$ cat config.mk
export PLATFORM = sky130hd
export DESIGN_NAME = error_aggregator_dedup_queue
export DESIGN_NICKNAME = d
export VERILOG_FILES = /design/src/hw/rtl/errq_pkg.sv /design/src/hw/rtl/error_aggregator_dedup_queue.sv
export SDC_FILE = /design/constraint.sdc
export NUM_CORES = 1
export LEC_CHECK = 0
export ABC_CLOCK_PERIOD_IN_PS = 3700
export BUFFER_PORTS_ARGS = -buffer_cell sky130_fd_sc_hd__buf_2
export CAP_MARGIN = 20
export CORE_MARGIN = 1
export CORE_UTILIZATION = 50
export CTS_BUF_LIST = sky130_fd_sc_hd__clkbuf_16
export DETAILED_ROUTE_END_ITERATION = 8
export GPL_TIMING_DRIVEN = 0
export PLACE_DENSITY = 0.7
export SLEW_MARGIN = 25
export SYNTH_ARGS = -nofsm -noshare
export SYNTH_HDL_FRONTEND = slang
export SYNTH_SLANG_ARGS = --single-unit
$ cat constraint.sdc
create_clock -name i_clk -period 3.7 [get_ports i_clk]
set_clock_uncertainty 0.2 [all_clocks]
set_input_delay 0.74 -clock i_clk [delete_from_list [all_inputs] [get_ports i_clk]]
set_output_delay 0.74 -clock i_clk [all_outputs]
set_load 0.005 [all_outputs]
$ cat src/hw/rtl/errq_pkg.sv
// Package for the error aggregator with de-duplicating handler queue.
// Holds sizes, command and display codes, and the control state type.
// Depends on nothing; used by error_aggregator_dedup_queue.
package errq_pkg;

    localparam int SOURCES = 20;
    localparam int QSIZE   = SOURCES + 1;

    localparam int SRC_W  = 5;
    localparam int CODE_W = 3;
    localparam int KIND_W = 2;

    localparam int SRC_AW = (SOURCES > 1) ? $clog2(SOURCES) : 1;
    localparam int Q_AW   = $clog2(QSIZE);

    typedef enum logic [1:0] {
        CMD_REPORT = 2'd0,
        CMD_CLEAR  = 2'd1,
        CMD_TICK   = 2'd2
    } t_cmd;

    typedef enum logic [KIND_W-1:0] {
        SHOW_NONE  = 2'd0,
        SHOW_BLANK = 2'd1,
        SHOW_ERROR = 2'd2
    } t_kind;

    typedef enum logic {
        S_IDLE = 1'b0,
        S_READ = 1'b1
    } t_state;

endpackage

$ cat src/hw/rtl/error_aggregator_dedup_queue.sv
// Error aggregator with a de-duplicating handler queue.
// Holds the code memory, the pending-source ring and the control state machine.
// Depends on errq_pkg.

// Collects error reports from errq_pkg::SOURCES sources. A report with a nonzero
// code stores the code, marks the source active and queues it for handling unless
// it is already queued; a report with code zero or a clear command drops the
// source's code and active flag. A tick shows the lowest-numbered active source
// and its code (or a blank when none is active), then pops one queued source and
// clears it. Sources at or above errq_pkg::SOURCES are ignored. Every transfer
// in produces exactly one transfer out. For a report or clear, its writes to
// the code memory and the ring land at the input transfer and the result is
// registered at the same edge. A tick, and the unused command code, go through
// the read state: the code memory and the ring have a synchronous read, so the
// idle state issues the reads (lowest active source, input source, ring head)
// and the read state applies the pop and registers the result. The block takes
// one item at a time; a new item is taken only in the idle state, when the
// output register is empty or its result is being transferred out. Code memory
// entries need no clearing pass: a stored code is valid only while the source's
// active flag is set, so a read is masked by that flag, which reset clears.
module error_aggregator_dedup_queue (
    input  logic                                   i_clk,
    input  logic                                   i_rst_n,

    input  logic                                   i_in_valid,
    output logic                                   o_in_ready,
    input  logic [1:0]                             i_cmd,
    input  logic [errq_pkg::SRC_W-1:0]             i_source,
    input  logic [errq_pkg::CODE_W-1:0]            i_code,

    output logic                                   o_out_valid,
    input  logic                                   i_out_ready,
    output logic [errq_pkg::KIND_W-1:0]            o_shown_kind,
    output logic [errq_pkg::SRC_W-1:0]             o_shown_source,
    output logic [errq_pkg::CODE_W-1:0]            o_shown_code,
    output logic                                   o_handled_valid,
    output logic [errq_pkg::SRC_W-1:0]             o_handled_source,
    output logic [errq_pkg::SOURCES-1:0]           o_active_mask,
    output logic [errq_pkg::CODE_W-1:0]            o_source_code_now
);

    // Storage: code per source, and the ring of pending sources.
    logic [errq_pkg::CODE_W-1:0] code_mem [errq_pkg::SOURCES];
    logic [errq_pkg::SRC_W-1:0]  ring_mem [errq_pkg::QSIZE];

    errq_pkg::t_state r_state, n_state;

    logic [errq_pkg::SOURCES-1:0] r_active, n_active;
    logic [errq_pkg::SOURCES-1:0] r_queued, n_queued;
    logic [errq_pkg::Q_AW-1:0]    r_head, n_head;
    logic [errq_pkg::Q_AW-1:0]    r_tail, n_tail;

    // Read-stage context captured at the input transfer.
    logic                         r_is_tick;
    logic                         r_src_ok;
    logic [errq_pkg::SRC_AW-1:0]  r_src_idx;
    logic [errq_pkg::SRC_AW-1:0]  r_show_idx;
    logic                         r_any_active;

    // Registered memory read data.
    logic [errq_pkg::CODE_W-1:0]  r_rd_show;
    logic [errq_pkg::CODE_W-1:0]  r_rd_src;
    logic [errq_pkg::SRC_W-1:0]   r_rd_ring;

    // Output register.
    logic                         r_out_valid, n_out_valid;
    logic [errq_pkg::KIND_W-1:0]  r_kind, n_kind;
    logic [errq_pkg::SRC_W-1:0]   r_shown_src, n_shown_src;
    logic [errq_pkg::CODE_W-1:0]  r_shown_code, n_shown_code;
    logic                         r_hv, n_hv;
    logic [errq_pkg::SRC_W-1:0]   r_hs, n_hs;
    logic [errq_pkg::SOURCES-1:0] r_mask, n_mask;
    logic [errq_pkg::CODE_W-1:0]  r_now, n_now;

    logic                         in_xfer;
    logic                         out_xfer;
    errq_pkg::t_cmd               cmd;
    logic                         src_ok;
    logic [errq_pkg::SRC_AW-1:0]  src_idx;
    logic                         do_set;
    logic                         do_clear;
    logic                         do_enq;
    logic                         do_read;
    logic                         do_pop;
    logic [errq_pkg::SRC_AW-1:0]  pop_idx;
    logic [errq_pkg::Q_AW-1:0]    tail_inc;
    logic [errq_pkg::Q_AW-1:0]    head_inc;
    logic                         ring_full;
    logic [errq_pkg::SRC_AW-1:0]  low_idx;
    logic                         code_we;
    logic [errq_pkg::SRC_AW-1:0]  code_wa;
    logic [errq_pkg::CODE_W-1:0]  code_wd;
    logic [errq_pkg::Q_AW-1:0]    ring_occ;

    // Lowest set bit of the active flags; priority loop from the top bit down.
    function automatic logic [errq_pkg::SRC_AW-1:0] lowest_set(
        input logic [errq_pkg::SOURCES-1:0] bits
    );
        logic [errq_pkg::SRC_AW-1:0] idx;
        idx = '0;
        for (int i = errq_pkg::SOURCES - 1; i >= 0; i--) begin
            if (bits[i]) begin
                idx = errq_pkg::SRC_AW'(i);
            end
        end
        return idx;
    endfunction

    // ---------------- Handshake and command decode ----------------
    assign o_in_ready = (r_state == errq_pkg::S_IDLE) && (!r_out_valid || i_out_ready);
    assign in_xfer    = i_in_valid && o_in_ready;
    assign out_xfer   = r_out_valid && i_out_ready;

    assign cmd     = errq_pkg::t_cmd'(i_cmd);
    assign src_ok  = {1'b0, i_source} < (errq_pkg::SRC_W + 1)'(errq_pkg::SOURCES);
    assign src_idx = i_source[errq_pkg::SRC_AW-1:0];
    assign low_idx = lowest_set(r_active);

    always_comb begin
        do_set   = 1'b0;
        do_clear = 1'b0;
        do_read  = 1'b0;
        unique case (cmd)
            errq_pkg::CMD_REPORT: begin
                do_set   = in_xfer && src_ok && (i_code != '0);
                do_clear = in_xfer && src_ok && (i_code == '0);
            end
            errq_pkg::CMD_CLEAR: begin
                do_clear = in_xfer && src_ok;
            end
            default: begin
                // Tick and the unused code both need the read stage.
                do_read = in_xfer;
            end
        endcase
    end

    // ---------------- Ring pointers ----------------
    assign tail_inc  = (r_tail == errq_pkg::Q_AW'(errq_pkg::QSIZE - 1)) ? '0 : r_tail + 1'b1;
    assign head_inc  = (r_head == errq_pkg::Q_AW'(errq_pkg::QSIZE - 1)) ? '0 : r_head + 1'b1;
    assign ring_full = (tail_inc == r_head);
    assign do_enq    = do_set && !r_queued[src_idx] && !ring_full;

    // Pop happens in the read stage of a tick when the ring holds anything.
    assign do_pop  = (r_state == errq_pkg::S_READ) && r_is_tick && (r_head != r_tail);
    assign pop_idx = r_rd_ring[errq_pkg::SRC_AW-1:0];

    always_comb begin
        n_active = r_active;
        n_queued = r_queued;
        n_head   = r_head;
        n_tail   = r_tail;
        if (do_set) begin
            n_active[src_idx] = 1'b1;
        end
        if (do_clear) begin
            n_active[src_idx] = 1'b0;
        end
        if (do_enq) begin
            n_queued[src_idx] = 1'b1;
            n_tail            = tail_inc;
        end
        if (do_pop) begin
            n_active[pop_idx] = 1'b0;
            n_queued[pop_idx] = 1'b0;
            n_head            = head_inc;
        end
    end

    // ---------------- Code memory write port ----------------
    // Pop and input-side writes never fall in the same cycle.
    always_comb begin
        code_we = do_pop || do_set || do_clear;
        code_wa = do_pop ? pop_idx : src_idx;
        code_wd = (do_set && !do_pop) ? i_code : '0;
    end

    always_ff @(posedge i_clk) begin
        if (code_we) begin
            code_mem[code_wa] <= code_wd;
        end
        r_rd_show <= code_mem[low_idx];
        r_rd_src  <= code_mem[src_idx];
    end

    always_ff @(posedge i_clk) begin
        if (do_enq) begin
            ring_mem[r_tail] <= i_source;
        end
        r_rd_ring <= ring_mem[r_head];
    end

    // ---------------- State machine ----------------
    always_comb begin
        n_state = r_state;
        unique case (r_state)
            errq_pkg::S_IDLE: begin
                if (do_read) begin
                    n_state = errq_pkg::S_READ;
                end
            end
            errq_pkg::S_READ: begin
                n_state = errq_pkg::S_IDLE;
            end
            default: begin
                n_state = errq_pkg::S_IDLE;
            end
        endcase
    end

    // Result build: input side for report/clear, read stage otherwise.
    always_comb begin
        n_out_valid  = r_out_valid && !out_xfer;
        n_kind       = r_kind;
        n_shown_src  = r_shown_src;
        n_shown_code = r_shown_code;
        n_hv         = r_hv;
        n_hs         = r_hs;
        n_mask       = r_mask;
        n_now        = r_now;
        unique case (r_state)
            errq_pkg::S_IDLE: begin
                if (in_xfer && !do_read) begin
                    n_out_valid  = 1'b1;
                    n_kind       = errq_pkg::SHOW_NONE;
                    n_shown_src  = '0;
                    n_shown_code = '0;
                    n_hv         = 1'b0;
                    n_hs         = '0;
                    n_mask       = n_active;
                    n_now        = do_set ? i_code : '0;
                end
            end
            errq_pkg::S_READ: begin
                n_out_valid = 1'b1;
                if (!r_is_tick) begin
                    n_kind = errq_pkg::SHOW_NONE;
                end else if (r_any_active) begin
                    n_kind = errq_pkg::SHOW_ERROR;
                end else begin
                    n_kind = errq_pkg::SHOW_BLANK;
                end
                n_shown_src  = (r_is_tick && r_any_active) ?
                               errq_pkg::SRC_W'(r_show_idx) : '0;
                n_shown_code = (r_is_tick && r_any_active) ? r_rd_show : '0;
                n_hv         = do_pop;
                n_hs         = do_pop ? r_rd_ring : '0;
                n_mask       = n_active;
                // Mask by the pre-pop active flag; drop the code if it was just popped.
                n_now        = (r_src_ok && r_active[r_src_idx] &&
                                !(do_pop && (pop_idx == r_src_idx))) ? r_rd_src : '0;
            end
            default: begin
                n_out_valid = 1'b0;
            end
        endcase
    end

    // ---------------- Registers ----------------
    always_ff @(posedge i_clk) begin
        if (!i_rst_n) begin
            r_state     <= errq_pkg::S_IDLE;
            r_active    <= '0;
            r_queued    <= '0;
            r_head      <= '0;
            r_tail      <= '0;
            r_out_valid <= 1'b0;
        end else begin
            r_state     <= n_state;
            r_active    <= n_active;
            r_queued    <= n_queued;
            r_head      <= n_head;
            r_tail      <= n_tail;
            r_out_valid <= n_out_valid;
        end
    end

    always_ff @(posedge i_clk) begin
        if (do_read) begin
            r_is_tick    <= (cmd == errq_pkg::CMD_TICK);
            r_src_ok     <= src_ok;
            r_src_idx    <= src_idx;
            r_show_idx   <= low_idx;
            r_any_active <= (r_active != '0);
        end
        r_kind       <= n_kind;
        r_shown_src  <= n_shown_src;
        r_shown_code <= n_shown_code;
        r_hv         <= n_hv;
        r_hs         <= n_hs;
        r_mask       <= n_mask;
        r_now        <= n_now;
    end

    assign o_out_valid       = r_out_valid;
    assign o_shown_kind      = r_kind;
    assign o_shown_source    = r_shown_src;
    assign o_shown_code      = r_shown_code;
    assign o_handled_valid   = r_hv;
    assign o_handled_source  = r_hs;
    assign o_active_mask     = r_mask;
    assign o_source_code_now = r_now;

    // ---------------- Assertions ----------------
    assign ring_occ = (r_tail >= r_head) ? (r_tail - r_head) :
                      (r_tail + errq_pkg::Q_AW'(errq_pkg::QSIZE) - r_head);

    // Every queued flag has exactly one ring entry.
    a_queue_count: assert property (@(posedge i_clk) disable iff (!i_rst_n)
        $countones(r_queued) == int'(ring_occ))
        else $error("queued flags disagree with ring occupancy");

    // The read stage lands its result in an empty output register.
    a_out_free: assert property (@(posedge i_clk) disable iff (!i_rst_n)
        (r_state == errq_pkg::S_READ) |-> !r_out_valid)
        else $error("read-stage result would overwrite a pending result");

    // A pop removes exactly one queued flag.
    a_pop_one: assert property (@(posedge i_clk) disable iff (!i_rst_n)
        do_pop |=> ($countones(r_queued) == $past($countones(r_queued)) - 1))
        else $error("pop did not remove exactly one queued source");

    // A transfer needing a read goes to the read stage and returns to idle.
    a_read_seq: assert property (@(posedge i_clk) disable iff (!i_rst_n)
        do_read |=> (r_state == errq_pkg::S_READ) ##1 (r_state == errq_pkg::S_IDLE))
        else $error("read stage sequence broken");

endmodule
After elaboration in Yosys (flattened, before gate mapping)
Memory sizes are Yosys's and may differ from the RTL's. A register that Yosys moved wholly into a read port is not among the register bits. Cells that the tools add are included.

$add $sub $neg: 2. Order comparisons: 6. Eq/ne operators: 8. Multiplexer cells: 68. Bitwise logic cells: 8. Reductions and logical operators: 34.

Operators with widths (number): $mux 5 (26); $mux 20 (6); $and 20x20->20 (3); $not 20->20 (2); $or 20x20->20 (2); $pmux 20 s2 (1); $pmux 5 s2 (2); $reduce_bool 20->1 (1); $logic_and 1x1->1 (19); $lt 5x6->1 const B (3); $mux 3 (6); $mux 1 (13); $pmux 3 s2 (2); $add 5x1->5 const B (2); $bmux 1 s5 (2); $demux 1 s5 (2); $eq 5x5->1 (2); $eq 5x5->1 const B (2); $ge 5x1->1 const B (2); $pmux 1 s2 (4); $logic_not 1->1 (7); $mux 2 (3); $lt 5x5->1 const B (1); $ne 5x5->1 (1); other kinds (10) (12).

Bits in registers: 104. Bits in writable memories: 165. Bits of input ports: 14. Output and inout port bits: 41. Logic and storage cells: 146. Memories: 2.

Memory list: ring_mem (words 21, width 5, read ports 1, clocked after Yosys merged registers in 1, wr ports 1, RTL line error_aggregator_dedup_queue.sv:44) `logic [errq_pkg::SRC_W-1:0] ring_mem [errq_pkg::QSIZE];`; code_mem (words 20, width 3, read ports 2, clocked after Yosys merged registers in 2, wr ports 1, RTL line error_aggregator_dedup_queue.sv:43) `logic [errq_pkg::CODE_W-1:0] code_mem [errq_pkg::SOURCES];`.

Longest topological paths before layout
Depth in word-level cells: 20. Mapped depth: 11. Depth with buffers taken out: 10.

Least setup slack after synthesis
No wires, ideal clock.

Path type: input -> register. Start: input port i_source[1] (netlist name). End: memory ring_mem[12][0] (netlist name), enable pin. Library setup time: 0.339 ns. Arrival: 2.643 ns. Data required time: 3.161 ns. Setup slack: 0.517 ns. Stages: 9. Buffers on the path: 3. Path through: clkbuf_1 -> buf_2 -> mux4_2 -> a22oi_1 -> o311ai_4 -> nor2_4 -> buf_6 -> nand2_1 -> nor2_1.

Cells in the longest elaborated chain, start to end: 8. Elaborated cells between the ends (all ways): 11. Classes of those cells: order compare: 1; mux: 5; reduce/logical: 5.

Ends and longest elaborated chain: start, declared (RTL line error_aggregator_dedup_queue.sv:28) `input logic [errq_pkg::SRC_W-1:0] i_source,`; $lt 5x5->1 (RTL line error_aggregator_dedup_queue.sv:115) `assign src_ok = {1'b0, i_source} < (errq_pkg::SRC_W + 1)'(errq_pkg::SOURCES);`; $logic_and 1x1->1 (2 in series) (RTL line error_aggregator_dedup_queue.sv:125) `do_set = in_xfer && src_ok && (i_code != '0);`; $mux 1 (RTL line error_aggregator_dedup_queue.sv:123) `unique case (cmd)`; $logic_and 1x1->1 * (2 in series) (RTL line error_aggregator_dedup_queue.sv:142) `assign do_enq = do_set && !r_queued[src_idx] && !ring_full;`; $mux 1 * (RTL line error_aggregator_dedup_queue.sv:187) `if (do_enq) begin`; $mux 1 (not written as such) * (RTL line error_aggregator_dedup_queue.sv:188) `ring_mem[r_tail] <= i_source;`; end, declared (RTL line error_aggregator_dedup_queue.sv:44).

Every way passes the cells marked *; elsewhere a longest branch is shown, timed or not. The select of a mux whose other input is x is not followed.

Final worst setup path
Start: input port i_source[3] (netlist name). End: memory ring_mem[6][1] (netlist name), enable pin.

Cells in the longest elaborated chain, start to end: 8. Elaborated cells between the ends (all ways): 11. Classes of those cells: order compare: 1; mux: 5; reduce/logical: 5.

Ends and longest elaborated chain: $lt 5x5->1 (RTL line error_aggregator_dedup_queue.sv:115); named net src_ok (RTL line error_aggregator_dedup_queue.sv:78) `logic src_ok;`; $logic_and 1x1->1 (2 in series) (RTL line error_aggregator_dedup_queue.sv:125); $mux 1 (RTL line error_aggregator_dedup_queue.sv:123); $logic_and 1x1->1 (2 in series) (RTL line error_aggregator_dedup_queue.sv:142); $mux 1 (RTL line error_aggregator_dedup_queue.sv:187); $mux 1 (not written as such) (RTL line error_aggregator_dedup_queue.sv:188).

The timed path passes the listed nets, and every way through them passes these cells. The select of a mux whose other input is x is not followed.

==> results.md <==
* Peak supply drop at 0.000392 V
* CTS tree: done
* Crit-path max cell delay at 380 ps
* Area share of the largest cell type after synthesis at between 50% and 60%
* Worst path bufs/invs at 3
* Top cells by area, synth: edfxtp_1 (52%), dfxtp_1 (10%), mux4_2 (9.9%), mux2i_1 (4.0%), nor2_1 (3.0%)
* Yosys reg bits at 280
* Top Ports at 55
* Via count at ~7700
* Int Pwr at approximately 5 mW
* Vias per inst at approximately 5.7
* Synth Area in Compound Gates at ~6%
* F_max at 286 MHz
* CP arrival at 3520 ps
* PD cells at about 450 nW/µm²
* LEAKAGE at roughly 4.8 nW
* Dominant synthesized flop cell: edfxtp_1
* Hpwl dp at 20.1 mm
* Met1 Usage GRT at roughly 31%
* Register area share after synthesis at a little over three fifths
* Area post-placement at between 10000 and 15000 µm²
* Crit path depth at 10
* Worst Reg-to-Reg Cells at 9
* Fin crit share at roughly 94%
* Synthesized net count at ~930
* GRT overflow at 0
* Drt wl/cell at between 20 and 25 µm
* Pre-antenna DRT Iters at 5
* XOR/XNOR share of the synthesized area at under 10%
* Met3 GRT Util at between 3 and 4%
* Final setup viols at 0
* Reg2Reg Setup Slack at around 430 ps
* Crit-path max FO at 23
* Largest family of logic cells by synthesized area: multiplexers
* Critical path launch point: i_source[3]
* Initial drt markers at 697
* Routability cong. at about 0.95
* Port bufs at between 50 and 60
* Crit path required time at roughly 3700 ps
* Synthesized instance count at 914
* Worst hold path class: reg2reg
* Layout cell share with drive strength beyond 1 at 20.5%
* Netlist cell types at 67
* Clk Tree Root Cell: clkbuf_16
* Slew headroom at between 30% and 40%
* EDFF count, synth at approximately 220
* Top-count cell post-synth: edfxtp_1
* Crit end category: register
* Vias in the first global route at about 7700
* Crit Reg-Reg Startpoint: r_tail[1]
* Hold Path Stages at 2
* Crit path cell chain: buf_2 -> clkbuf_1 -> o21ai_1 -> nand3_1 -> nor3_4 -> o311ai_4 -> nor2_4 -> buf_6 -> nand2_1 -> nor2_2
* Syn Area/Cell at ~14 µm²
* Sequential Power Share at between 50% and 60%
* Yosys Warn Count at 0
* Cell Area, Synth at between 10000 and 15000 µm²
* Top post-synthesis cells by count: edfxtp_1 (217), nor2_1 (98), nand2_1 (90)
* Drt drc at 0
* Status: completed
* GR peak layer: met2
* Logic pwr share at under 10%
* Max_cap viols at 0
* Synth async-reset ratio at 0%
* Post-DRT Antenna Nets at 0
* Net Switching at roughly 1.4 mW
* Adder-Cell Fraction of Synth Area at less than 1%
* DRT Wirelength at 28.7 mm
* Final Hold Viols at 0
* CTS Sinks at 280
* H-Tree Depth at 1
* Hold endpoint: r_queued[12]
* RR Endpoint: ring_mem[6][1]
* Core area at 24400 µm²
* CTS Hold Bufs at 0
* Worst Setup Start Kind: input port
* Synthesis-to-layout area growth at 12.8%
* First-pass GRT wire length at 45.0 mm
* Largest net degree at the start of global routing at 40
* DIE WIDTH at ~160 µm
* CP max-delay cell: clkbuf_1
* Post-route cell area at about 14000 µm²
* Number of diodes at 0
* Synth area leader: edfxtp_1
* Crit Path Category: in2reg
* Cell family with most CP delay: simple AND/OR/NAND/NOR gates
* Fill count at just under 2000
* Die H at 160 µm
* Mux contribution to synthesized area at between 10% and 20%
* RSZ-0062 raised after global routing: no
* Die Area at about 26000 µm²
* Number of nets in the layout at ~1000
* Worst slew pin tran at approximately 1000 ps
* Row cnt at 57
* Post-synthesis simple-gate area fraction at 12.4%
* Clock period minus worst slack at roughly 3500 ps
* Clock share of power at 41.9%
* Number of CTS-inserted buffers at 29
* PnR worst setup slack at between 200 and 250 ps
* Worst skew pair latency at around 550 ps
* Antenna violations before repair at 0
* Switching Share at 21.4%
* Hold_sp: r_queued[12]
* Max clock buf depth at 3
* Clock transition at path regs at approximately 60 ps
* GR Util met2 at between 30% and 40%
* Gr usage total at 23.1%
* Initial Utilization at a little over 50%
* Pins Over Slew Limit at 0
* Dpl ws at -703 ps
[timing repair]
action	CTS	global route
resized for setup	7	10
gates cloned	0	0
endpoints found under the setup margin	75	100
buffers inserted	0	0
[power by group through the flow]
stage / logic [mW] / clock network (mW) / registers (mW)
floorplan: 0.142 / 0 / 3.50
global placement: 0.251 / 0 / 3.50
detailed placement: 0.253 / 0 / 3.50
CTS: 0.254 / 2.69 / 3.44
global route: 0.277 / 2.81 / 3.44
finish: 0.255 / 2.66 / 3.44
[worst reg2reg max path, stage by stage, from the launching register on]
cell and delay (ps):
dfxtp_1 500, ha_1 310, mux2_2 350, a22o_1 220, xor2_1 270, o311ai_4 120, nor2_4 220, buf_6 180
nand2_1 230, nor2_2 340
[sequential cells by signal, summed over array words and instances, names as in the netlist]
name               cells
code_mem              60
o_active_mask         20
o_handled_source       5
o_handled_valid        1
o_out_valid            1
o_shown_code           3
o_shown_kind           2
o_shown_source         5
o_source_code_now      3
pop_idx                5
r_active              20
r_any_active           1
r_head                 5
r_is_tick              1
r_queued              20
r_rd_show              3
r_rd_src               3
r_show_idx             5
r_src_idx              5
r_src_ok               1
r_state                1
r_tail                 5
ring_mem             105
[worst max-delay path by stage]
stage                                  to
after detailed placement   ring_mem[6][4]
after global placement     ring_mem[6][4]
after CTS                 ring_mem[16][0]
after global routing      ring_mem[10][0]
after floorplan           ring_mem[12][0]
final                      ring_mem[6][1]
[per-stage QoR]
stage / util (%) / power (mW) / TNS (ps) / std cells / hold WS, ps
global route: 57.6 / 6.52 / 0 / 1344 / 281
global placement: 53.8 / 3.75 / -67170 / 1291 / 242
finish: 57.6 / 6.35 / 0 / 1344 / 254
floorplan: - / 3.64 / 0 / 914 / 232
CTS: 57.5 / 6.38 / 0 / 1345 / 256
detailed placement: 53.9 / 3.75 / -72270 / 1291 / 248
[cells in the final DEF, fill, tap and decap left out, types with 4 or more instances in the layout]
master     instances
clkinv_1           7
clkinv_2           4
edfxtp_1         217
buf_1              6
clkbuf_16         29
buf_2             65
nor2_2            16
xor2_1            12
a21oi_1           39
clkbuf_1          29
inv_1             19
nor2b_1           11
o211ai_1           5
a21o_1             4
a211oi_1           4
buf_4              6
o21ai_1            5
nand2b_1           5
mux4_2            55
mux2_2             6
o21ai_0            6
or3_1              5
nor2_1            83
a31oi_1           22
and2_1            40
nor3_1            12
mux2i_1           50
nand3_1           14
xnor2_1            9
nand4_1           12
ha_1               6
nand2_1           90
dfxtp_1           63
[cell type report]
type                            instances  area (µm²)  area share [%]
Sequential cell                       280        7780            55.3
Timing Repair Buffer                   53         265            1.89
Buffer                                 55         259            1.84
Inverter                               15        58.8           0.418
Multi-Input combinational cell        563        4420            31.4
Clock buffer                           29         726            5.16
Clock inverter                         25         146            1.04
Tap cell                              324         405            2.88
[metal layers]
| metal | wire length (µm) | vias to the layer above |
|---|---|---|
| met5 | 0 | - |
| met4 | 1370 | 0 |
| li1 | - | 3595 |
| met1 | 12100 | 3752 |
| met3 | 1800 | 69 |
| met2 | 13400 | 295 |
[logic make-up after synthesis]
group	count (synthesis)
adder cells (fa/ha/maj)	6
XOR/XNOR	21
flip-flops	280
AND/OR/NAND/NOR	314
multiplexers	111
buffers and inverters	71
AO/OA/AOI/OAI	111
Note: power is estimated with default switching activity, not from simulation.
